File: config.mk
export PLATFORM = sky130hd
export DESIGN_NAME = ansi_sgr_attribute_parser_top
export DESIGN_NICKNAME = d
export VERILOG_FILES = /design/src/hdl/asgr_pkg.sv /design/src/hdl/ansi_sgr_attribute_parser_top.sv
export SDC_FILE = /design/constraint.sdc
export NUM_CORES = 1
export LEC_CHECK = 0
export ABC_AREA = 1
export BUFFER_PORTS_ARGS = -buffer_cell sky130_fd_sc_hd__buf_2
export CORE_ASPECT_RATIO = 0.8
export CORE_MARGIN = 4
export CORE_UTILIZATION = 47
export CTS_BUF_LIST = sky130_fd_sc_hd__clkbuf_16
export CTS_CLUSTER_SIZE = 8
export DETAILED_ROUTE_END_ITERATION = 7
export PLACE_DENSITY = 0.65
export SYNTH_ARGS = -nofsm -noshare
export SYNTH_HDL_FRONTEND = slang
export SYNTH_SLANG_ARGS = --single-unit
File: constraint.sdc
create_clock -name clock -period 4.2 [get_ports clock]
set_clock_uncertainty 0.15 [all_clocks]
set_input_delay 0.63 -clock clock [delete_from_list [all_inputs] [get_ports clock]]
set_output_delay 0.63 -clock clock [all_outputs]
set_load 0.05 [all_outputs]
File: src/hdl/asgr_pkg.sv
// ----------------------------------------------------------------------------
// asgr_pkg
// Types, constants and the SGR code decoder shared by the attribute parser.
// ----------------------------------------------------------------------------
package asgr_pkg;

   // Configuration register indexes.
   localparam int unsigned CSR_INDEX_WIDTH = 2;
   localparam int unsigned CSR_DATA_WIDTH  = 4;
   localparam logic [CSR_INDEX_WIDTH-1:0] CSR_USE_ANSI   = 2'd0;
   localparam logic [CSR_INDEX_WIDTH-1:0] CSR_DEFAULT_FG = 2'd1;
   localparam logic [CSR_INDEX_WIDTH-1:0] CSR_DEFAULT_BG = 2'd2;

   // Register reset values.
   localparam logic       RST_USE_ANSI   = 1'b1;
   localparam logic [3:0] RST_DEFAULT_FG = 4'd7;
   localparam logic [3:0] RST_DEFAULT_BG = 4'd0;

   // Operation codes of an input item.
   localparam logic OP_BYTE  = 1'b0;
   localparam logic OP_FLUSH = 1'b1;

   // Byte values.
   localparam logic [7:0] BYTE_ESC   = 8'd27;
   localparam logic [7:0] BYTE_FINAL = 8'h6D;   // 'm'
   localparam logic [7:0] BYTE_ZERO  = 8'd48;   // '0'
   localparam logic [7:0] BYTE_NINE  = 8'd57;   // '9'
   localparam logic [7:0] BYTE_UC_A  = 8'h41;
   localparam logic [7:0] BYTE_UC_Z  = 8'h5A;
   localparam logic [7:0] BYTE_LC_A  = 8'h61;
   localparam logic [7:0] BYTE_LC_Z  = 8'h7A;
   localparam logic [7:0] ACC_MAX    = 8'd255;

   // SGR codes.
   localparam logic [7:0] SGR_RESET       = 8'd0;
   localparam logic [7:0] SGR_BRIGHT      = 8'd1;
   localparam logic [7:0] SGR_DIM         = 8'd2;
   localparam logic [7:0] SGR_ITALIC      = 8'd3;
   localparam logic [7:0] SGR_UNDERLINE   = 8'd4;
   localparam logic [7:0] SGR_BLINK_SLOW  = 8'd5;
   localparam logic [7:0] SGR_BLINK_FAST  = 8'd6;
   localparam logic [7:0] SGR_NEGATIVE    = 8'd7;
   localparam logic [7:0] SGR_INVISIBLE   = 8'd8;
   localparam logic [7:0] SGR_STRIKE      = 8'd9;
   localparam logic [7:0] SGR_ITALIC_ALT  = 8'd20;
   localparam logic [7:0] SGR_UNDER_ALT   = 8'd21;
   localparam logic [7:0] SGR_NORMAL      = 8'd22;
   localparam logic [7:0] SGR_ITALIC_OFF  = 8'd23;
   localparam logic [7:0] SGR_UNDER_OFF   = 8'd24;
   localparam logic [7:0] SGR_BLINK_OFF   = 8'd25;
   localparam logic [7:0] SGR_NEG_OFF     = 8'd27;
   localparam logic [7:0] SGR_INVIS_OFF   = 8'd28;
   localparam logic [7:0] SGR_STRIKE_OFF  = 8'd29;
   localparam logic [7:0] SGR_FG_FIRST    = 8'd30;
   localparam logic [7:0] SGR_FG_LAST     = 8'd37;
   localparam logic [7:0] SGR_FG_DEFAULT  = 8'd39;
   localparam logic [7:0] SGR_BG_FIRST    = 8'd40;
   localparam logic [7:0] SGR_BG_LAST     = 8'd47;
   localparam logic [7:0] SGR_BG_DEFAULT  = 8'd49;

   // Attribute bit positions.
   localparam int unsigned ATTR_ITALIC    = 0;
   localparam int unsigned ATTR_UNDERLINE = 1;
   localparam int unsigned ATTR_STRIKE    = 2;
   localparam int unsigned ATTR_BLINK     = 3;
   localparam int unsigned ATTR_NEGATIVE  = 4;
   localparam int unsigned ATTR_INVISIBLE = 5;
   localparam int unsigned ATTR_WIDTH     = 6;

   // One set of display attributes (live or shadow copy).
   typedef struct packed {
      logic [3:0]            fg;
      logic [3:0]            bg;
      logic                  bright;
      logic [ATTR_WIDTH-1:0] attr;
   } attr_set_type;

   // Applies one SGR code to an attribute set.
   function automatic attr_set_type apply_code(
      input logic [7:0]   code,
      input attr_set_type cur,
      input logic [3:0]   dflt_fg,
      input logic [3:0]   dflt_bg
   );
      attr_set_type nxt;
      logic [7:0]   offset;
      nxt    = cur;
      offset = 8'd0;
      if (code >= SGR_FG_FIRST && code <= SGR_FG_LAST) begin
         offset = code - SGR_FG_FIRST;
         nxt.fg = {cur.bright, offset[2:0]};
      end else if (code >= SGR_BG_FIRST && code <= SGR_BG_LAST) begin
         offset = code - SGR_BG_FIRST;
         nxt.bg = {1'b0, offset[2:0]};
      end else begin
         unique case (code)
            SGR_RESET: begin
               nxt.fg     = dflt_fg;
               nxt.bg     = dflt_bg;
               nxt.bright = 1'b0;
               nxt.attr   = '0;
            end
            // Bright moves a low foreground index into the upper half.
            SGR_BRIGHT: begin
               nxt.bright = 1'b1;
               nxt.fg[3]  = 1'b1;
            end
            SGR_DIM, SGR_NORMAL: begin
               nxt.bright = 1'b0;
               nxt.fg[3]  = 1'b0;
            end
            SGR_ITALIC, SGR_ITALIC_ALT:        nxt.attr[ATTR_ITALIC]    = 1'b1;
            SGR_UNDERLINE, SGR_UNDER_ALT:      nxt.attr[ATTR_UNDERLINE] = 1'b1;
            SGR_STRIKE:                        nxt.attr[ATTR_STRIKE]    = 1'b1;
            SGR_BLINK_SLOW, SGR_BLINK_FAST:    nxt.attr[ATTR_BLINK]     = 1'b1;
            SGR_NEGATIVE:                      nxt.attr[ATTR_NEGATIVE]  = 1'b1;
            SGR_INVISIBLE:                     nxt.attr[ATTR_INVISIBLE] = 1'b1;
            SGR_ITALIC_OFF:                    nxt.attr[ATTR_ITALIC]    = 1'b0;
            SGR_UNDER_OFF:                     nxt.attr[ATTR_UNDERLINE] = 1'b0;
            SGR_STRIKE_OFF:                    nxt.attr[ATTR_STRIKE]    = 1'b0;
            SGR_BLINK_OFF:                     nxt.attr[ATTR_BLINK]     = 1'b0;
            SGR_NEG_OFF:                       nxt.attr[ATTR_NEGATIVE]  = 1'b0;
            SGR_INVIS_OFF:                     nxt.attr[ATTR_INVISIBLE] = 1'b0;
            SGR_FG_DEFAULT: begin
               nxt.fg = {dflt_fg[3] | cur.bright, dflt_fg[2:0]};
            end
            SGR_BG_DEFAULT:                    nxt.bg = dflt_bg;
            default: begin
               nxt = cur;
            end
         endcase
      end
      return nxt;
   endfunction

endpackage

File: src/hdl/ansi_sgr_attribute_parser_top.sv
// An accepted item is held in the input register, then a plain byte's
// result in the result register. Throughput: one item per cycle while
// results are taken; a result left waiting holds the input register.
// Reset: synchronous, active high; clears the escape state, restores the
// registers to use_ansi = 1, default_fg = 7, default_bg = 0 and the live
// and shadow attributes to those defaults.
// ----------------------------------------------------------------------------
// ansi_sgr_attribute_parser_top
// Strips escape sequences from a terminal byte stream and tags each plain
// byte with the current SGR palette indices and attribute bits.
// ----------------------------------------------------------------------------
module ansi_sgr_attribute_parser_top (
   input  logic                                clock,
   input  logic                                reset,
   // Input channel
   input  logic                                req_valid,
   output logic                                req_ready,
   input  logic                                req_op,
   input  logic [7:0]                          req_in_byte,
   // Result channel
   output logic                                rsp_valid,
   input  logic                                rsp_ready,
   output logic [7:0]                          rsp_text_byte,
   output logic [3:0]                          rsp_fg_index,
   output logic [3:0]                          rsp_bg_index,
   output logic [5:0]                          rsp_attr_bits,
   // Configuration port
   input  logic                                csr_we,
   input  logic [asgr_pkg::CSR_INDEX_WIDTH-1:0] csr_index,
   input  logic [asgr_pkg::CSR_DATA_WIDTH-1:0]  csr_wdata
);
   import asgr_pkg::*;

   // Configuration registers.
   logic       use_ansi_ff;
   logic [3:0] default_fg_ff;
   logic [3:0] default_bg_ff;

   // Input register.
   logic       stage_vld_ff;
   logic       stage_op_ff;
   logic [7:0] stage_byte_ff;

   // Parser state.
   logic         in_escape_ff, in_escape_in;
   logic         in_number_ff, in_number_in;
   logic [7:0]   number_acc_ff, number_acc_in;
   logic         saw_code_ff, saw_code_in;
   attr_set_type live_ff, live_in;
   attr_set_type shadow_ff, shadow_in;

   // Result register.
   logic         out_vld_ff, out_vld_in;
   logic [7:0]   out_byte_ff;
   attr_set_type out_attr_ff;

   // Combinational helpers.
   logic         fire;
   logic         emit;
   logic         is_digit;
   logic         is_letter;
   logic         commit;
   logic         do_apply;
   logic [7:0]   apply_val;
   attr_set_type applied;
   attr_set_type defaults;
   logic [7:0]   digit;
   logic [11:0]  acc_base;
   logic [11:0]  acc_sum;

   // The stage moves into the result register when that register is free or drained.
   assign fire      = stage_vld_ff && (!out_vld_ff || rsp_ready);
   assign req_ready = !stage_vld_ff || fire;

   // Configuration writes.
   always_ff @(posedge clock) begin
      if (reset) begin
         use_ansi_ff   <= RST_USE_ANSI;
         default_fg_ff <= RST_DEFAULT_FG;
         default_bg_ff <= RST_DEFAULT_BG;
      end else if (csr_we) begin
         unique case (csr_index)
            CSR_USE_ANSI:   use_ansi_ff   <= csr_wdata[0];
            CSR_DEFAULT_FG: default_fg_ff <= csr_wdata[3:0];
            CSR_DEFAULT_BG: default_bg_ff <= csr_wdata[3:0];
            default: begin
               use_ansi_ff <= use_ansi_ff;
            end
         endcase
      end
   end

   // Input register.
   always_ff @(posedge clock) begin
      if (reset) begin
         stage_vld_ff <= 1'b0;
      end else if (req_ready) begin
         stage_vld_ff <= req_valid;
      end
   end

   always_ff @(posedge clock) begin
      if (req_valid && req_ready) begin
         stage_op_ff   <= req_op;
         stage_byte_ff <= req_in_byte;
      end
   end

   // Byte classification and the saturating decimal accumulator.
   assign is_digit  = (stage_byte_ff >= BYTE_ZERO) && (stage_byte_ff <= BYTE_NINE);
   assign is_letter = ((stage_byte_ff >= BYTE_UC_A) && (stage_byte_ff <= BYTE_UC_Z)) ||
                      ((stage_byte_ff >= BYTE_LC_A) && (stage_byte_ff <= BYTE_LC_Z));
   assign digit     = stage_byte_ff - BYTE_ZERO;
   assign acc_base  = in_number_ff ? {4'd0, number_acc_ff} : 12'd0;
   assign acc_sum   = {acc_base[8:0], 3'b000} + {acc_base[10:0], 1'b0} + {4'd0, digit};

   // A finished parameter is applied; a bare final 'm' acts as code 0.
   // Both never happen together, so one decoder serves.
   assign commit    = is_letter && (stage_byte_ff == BYTE_FINAL) && use_ansi_ff;
   assign do_apply  = in_number_ff || (commit && !saw_code_ff);
   assign apply_val = in_number_ff ? number_acc_ff : SGR_RESET;
   assign applied   = apply_code(apply_val, shadow_ff, default_fg_ff, default_bg_ff);

   assign defaults  = '{fg: default_fg_ff, bg: default_bg_ff, bright: 1'b0, attr: '0};

   assign emit = fire && (stage_op_ff == OP_BYTE) && !in_escape_ff &&
                 (stage_byte_ff != BYTE_ESC);

   // Next parser state for the item in the input register.
   always_comb begin
      in_escape_in  = in_escape_ff;
      in_number_in  = in_number_ff;
      number_acc_in = number_acc_ff;
      saw_code_in   = saw_code_ff;
      live_in       = live_ff;
      shadow_in     = shadow_ff;
      if (fire) begin
         priority if (stage_op_ff == OP_FLUSH) begin
            in_escape_in  = 1'b0;
            in_number_in  = 1'b0;
            number_acc_in = 8'd0;
            saw_code_in   = 1'b0;
            live_in       = defaults;
            shadow_in     = defaults;
         end else if (!in_escape_ff) begin
            // An ESC opens a sequence on a fresh copy of the live attributes.
            if (stage_byte_ff == BYTE_ESC) begin
               in_escape_in  = 1'b1;
               in_number_in  = 1'b0;
               number_acc_in = 8'd0;
               saw_code_in   = 1'b0;
               shadow_in     = live_ff;
            end
         end else if (is_digit) begin
            number_acc_in = (acc_sum > {4'd0, ACC_MAX}) ? ACC_MAX : acc_sum[7:0];
            in_number_in  = 1'b1;
         end else begin
            if (do_apply) begin
               shadow_in = applied;
            end
            if (in_number_ff) begin
               saw_code_in   = 1'b1;
               in_number_in  = 1'b0;
               number_acc_in = 8'd0;
            end
            // A letter ends the sequence; only a final 'm' with use_ansi set makes it live.
            if (is_letter) begin
               if (commit) begin
                  live_in = do_apply ? applied : shadow_ff;
               end
               in_escape_in  = 1'b0;
               in_number_in  = 1'b0;
               number_acc_in = 8'd0;
               saw_code_in   = 1'b0;
            end
         end
      end
   end

   // Parser state registers.
   always_ff @(posedge clock) begin
      if (reset) begin
         in_escape_ff  <= 1'b0;
         in_number_ff  <= 1'b0;
         number_acc_ff <= 8'd0;
         saw_code_ff   <= 1'b0;
         live_ff       <= '{fg: RST_DEFAULT_FG, bg: RST_DEFAULT_BG, bright: 1'b0, attr: '0};
         shadow_ff     <= '{fg: RST_DEFAULT_FG, bg: RST_DEFAULT_BG, bright: 1'b0, attr: '0};
      end else begin
         in_escape_ff  <= in_escape_in;
         in_number_ff  <= in_number_in;
         number_acc_ff <= number_acc_in;
         saw_code_ff   <= saw_code_in;
         live_ff       <= live_in;
         shadow_ff     <= shadow_in;
      end
   end

   // Result register: holds until taken, refilled in the same cycle it drains.
   always_comb begin
      out_vld_in = out_vld_ff;
      if (rsp_ready) begin
         out_vld_in = 1'b0;
      end
      if (emit) begin
         out_vld_in = 1'b1;
      end
   end

   always_ff @(posedge clock) begin
      if (reset) begin
         out_vld_ff <= 1'b0;
      end else begin
         out_vld_ff <= out_vld_in;
      end
   end

   always_ff @(posedge clock) begin
      if (emit) begin
         out_byte_ff <= stage_byte_ff;
         out_attr_ff <= live_ff;
      end
   end

   assign rsp_valid     = out_vld_ff;
   assign rsp_text_byte = out_byte_ff;
   assign rsp_fg_index  = out_attr_ff.fg;
   assign rsp_bg_index  = out_attr_ff.bg;
   assign rsp_attr_bits = out_attr_ff.attr;

endmodule

==> results.toml <==
[place]
pre_cts_ws_ns = 0.5552
gp_congestion = 0.9258
dp_hpwl_mm = 8.779
io_buffer_count = 43
post-place-cells = 815

[die]
num_rows = 33
die_w_um = 122.7
die_h_um = 99.73
start_util_pct = 48.28
ios = 44
design.die.area_um2 = 12230
core_um2 = 10240

[sta]
hold_viol = 0
max_freq_ghz = 0.2684
slew_viol_final = 0
min_period_over_period_pct = 88.72
slew_headroom_pct = 26.71
rsz0062_at_grt = "no"
fin_ws_ns = 0.4736
setup-violations-final = 0
min_period_ns = 3.726
fin_tns_setup_ns = 0
tightest_slew_ns = 1.095

[clocking]
worst_skew_pair.late_latency_ns = 0.34
ctsHtreeMaxLevel = 3
clk_pin_slew_ns = 0.07
cts_root_buf = "clkbuf_16"
clock_path_buffers = 2
cts_setup_buffers = 0
cts_buffers = 9
ctsResizeCount = 0
cts_hold_buf = 0
cts_tree = "built"
cts.sinks = 83

[setup_path]
crit_type = "register to register"
arrival_ns = 3.77
path_max_fanout = 14
startpoint_type = "register"
timing.rr.end = "number_acc_ff[6]$_SDFFE_PP0P_"
ff2ff_path_depth = 14
required_ns = 4.24
timing.rr.start = "in_number_ff$_SDFFE_PP0P_"
end_kind = "register"
reg2reg_setup_slack_ns = 0.47

[final_layout]
multi_input_area_um2 = 2584
regArea_um2 = 1972
antenna_cells = 0
drive_gt1_share_pct = 15.20
nets = 729
fillers = 1033
fin_cells = 831
area_growth_pct = 11.01

[logic_synthesis]
ys_types = 39
synth_area_leaders = "dfxtp_1 21%, edfxtp_1 19%, nand2_1 13%"
avgSynthCellArea_um2 = 7.605
synth_fp_nets = 693
ys_seq_area_share_pct = 39.89
ys_async_sr_fraction_pct = 0
yosysTopAreaCellShare_pct = 21.06
synth_edf_count = 31
yosys-top-cells-count = "171 x nand2_1, 64 x inv_1, 61 x a21oi_1"
synth_flop_cell = "dfxtp_1"
ys_ff_latch = 83
ys_warn_count = 0
yosysTopAreaCell = "dfxtp_1"
synth.most_common_cell = "nand2_1"
synth_area_um2 = 4943
synth_cells = 650

[detailed_routing]
routed_wl_mm = 11.84
detail_route.wl_per_cell_um = 14.25
ant_nets = 0
drc = 0
first_pass_iters = 6
avgViaCountPerCell = 5.318
drt_iter0_drc = 297
vias = 4419

[power]
finalPower_mw = 1.788
vdd_drop_max_v = 0.0002213
p_per_area_nw_per_um2 = 325.9
total_leakage_power_nw = 2.411

[hold_path]
min-delay-start = "live_ff[5]$_SDFFE_PP0P_"
whs_endpoint = "rsp_attr_bits[5]$_DFFE_PP_"
holdPathStages = 0
hold_path.class = "register to register"

[job]
maxCapViolCount = 0

[grt]
grt_usage_pct = 20.29
grt_pass1_vias = 4194
grt_max_degree = 29
grt_pass1_wl_mm = 19.88
antenna_found_initial = 0
grt.overflow.total = 0

[run_status]
status = "completed"
==> power by group <==
group	total, mW	internal, mW	leakage [nW]	switching [mW]
logic	0.174	0.0534	1.58	0.121
registers	0.893	0.863	0.704	0.0299
clock network	0.722	0.397	0.127	0.324
total	1.79	1.31	2.41	0.475
==> cell type report <==
| class | count | share of cell area, % |
|---|---|---|
| Timing Repair Buffer | 44 | 4.058 |
| Clock inverter | 7 | 0.7980 |
| Tap cell | 140 | 3.192 |
| Inverter | 70 | 4.834 |
| Multi-Input combinational cell | 478 | 47.08 |
| Clock buffer | 9 | 4.104 |
| Sequential cell | 83 | 35.93 |
==> state kept, by name, summed over array words and instances (netlist names) <==
name and flops:
default_fg_ff 4, default_bg_ff 4, shadow_ff 15, stage_byte_ff 8, rsp_fg_index 4, use_ansi_ff 1
stage_vld_ff 1, live_ff 15, rsp_bg_index 4, rsp_text_byte 8, stage_op_ff 1, in_escape_ff 1
rsp_valid 1, number_acc_ff 8, saw_code_ff 1, rsp_attr_bits 6, in_number_ff 1
==> worst max-delay path, stage by stage, from the launching register on <==
cell and delay [ns]:
dfxtp_1 0.72, nand2_1 0.29, inv_1 0.22, fa_1 0.44, ha_1 0.37, inv_1 0.09, o21ai_0 0.26, nand2_1 0.10
and3_1 0.17, nand2_1 0.06, nand2_1 0.05, nor2_1 0.36, nand3_1 0.14, nand2_1 0.09, a21oi_1 0.06
==> logic make-up after synthesis <==
logic type / after synthesis / share of synthesized area [%]
flops: 83 / 39.89
simple gates: 320 / 29.28
buf+inv: 89 / 7.897
xor+xnor: 6 / 1.063
compound gates: 129 / 15.14
fa+ha+maj: 23 / 6.732
==> cells in the final DEF (no fill, tap or decap), types with 5 or more instances in the layout <==
cell and instances:
edfxtp_1 31, buf_2 43, nand2_1 171, o211ai_1 15, nand2_4 7, dfxtp_1 52, ha_1 17, nand2_2 16
xor2_1 5, o21ai_1 6, o21ai_0 29, fa_1 6, nand3_1 53, clkbuf_16 9, nor2_1 48, nor2_2 6
a21oi_1 61, inv_1 65
==> metal layers <==
layer  wire length [µm]  vias to the layer above  track usage [%]
li1                   -                     2229                -
met2               5272                      131            31.88
met1               5723                     2048            28.39
met3                720                       11            4.434
met4                125                        0            5.164
met5                  0                        -                0
==> stage by stage <==
step	area [µm²]	util (%)	hold WS, ns
floorplan	4943	-	0.2805
finish	5488	53.59	0.3080
global placement	5219	50.97	0.2928
detailed placement	5219	50.97	0.2916
global route	5488	53.59	0.3037
CTS	5488	53.59	0.3033
==> worst max path at each step <==
stage                                     startpoint                             to  slack (ns)  depth (start not counted)
after floorplan           stage_byte_ff[4]$_DFFE_PP_  number_acc_ff[7]$_SDFFE_PP0P_        1.25                         14
after global placement     in_number_ff$_SDFFE_PP0P_  number_acc_ff[1]$_SDFFE_PP0P_        0.75                         14
after detailed placement   in_number_ff$_SDFFE_PP0P_  number_acc_ff[6]$_SDFFE_PP0P_        0.56                         14
after CTS                  in_number_ff$_SDFFE_PP0P_  number_acc_ff[6]$_SDFFE_PP0P_        0.54                         14
after global routing       in_number_ff$_SDFFE_PP0P_  number_acc_ff[4]$_SDFFE_PP0P_        0.24                         14
final                      in_number_ff$_SDFFE_PP0P_  number_acc_ff[6]$_SDFFE_PP0P_        0.47                         14
No activity file was read; power rests on OpenSTA's default activity.
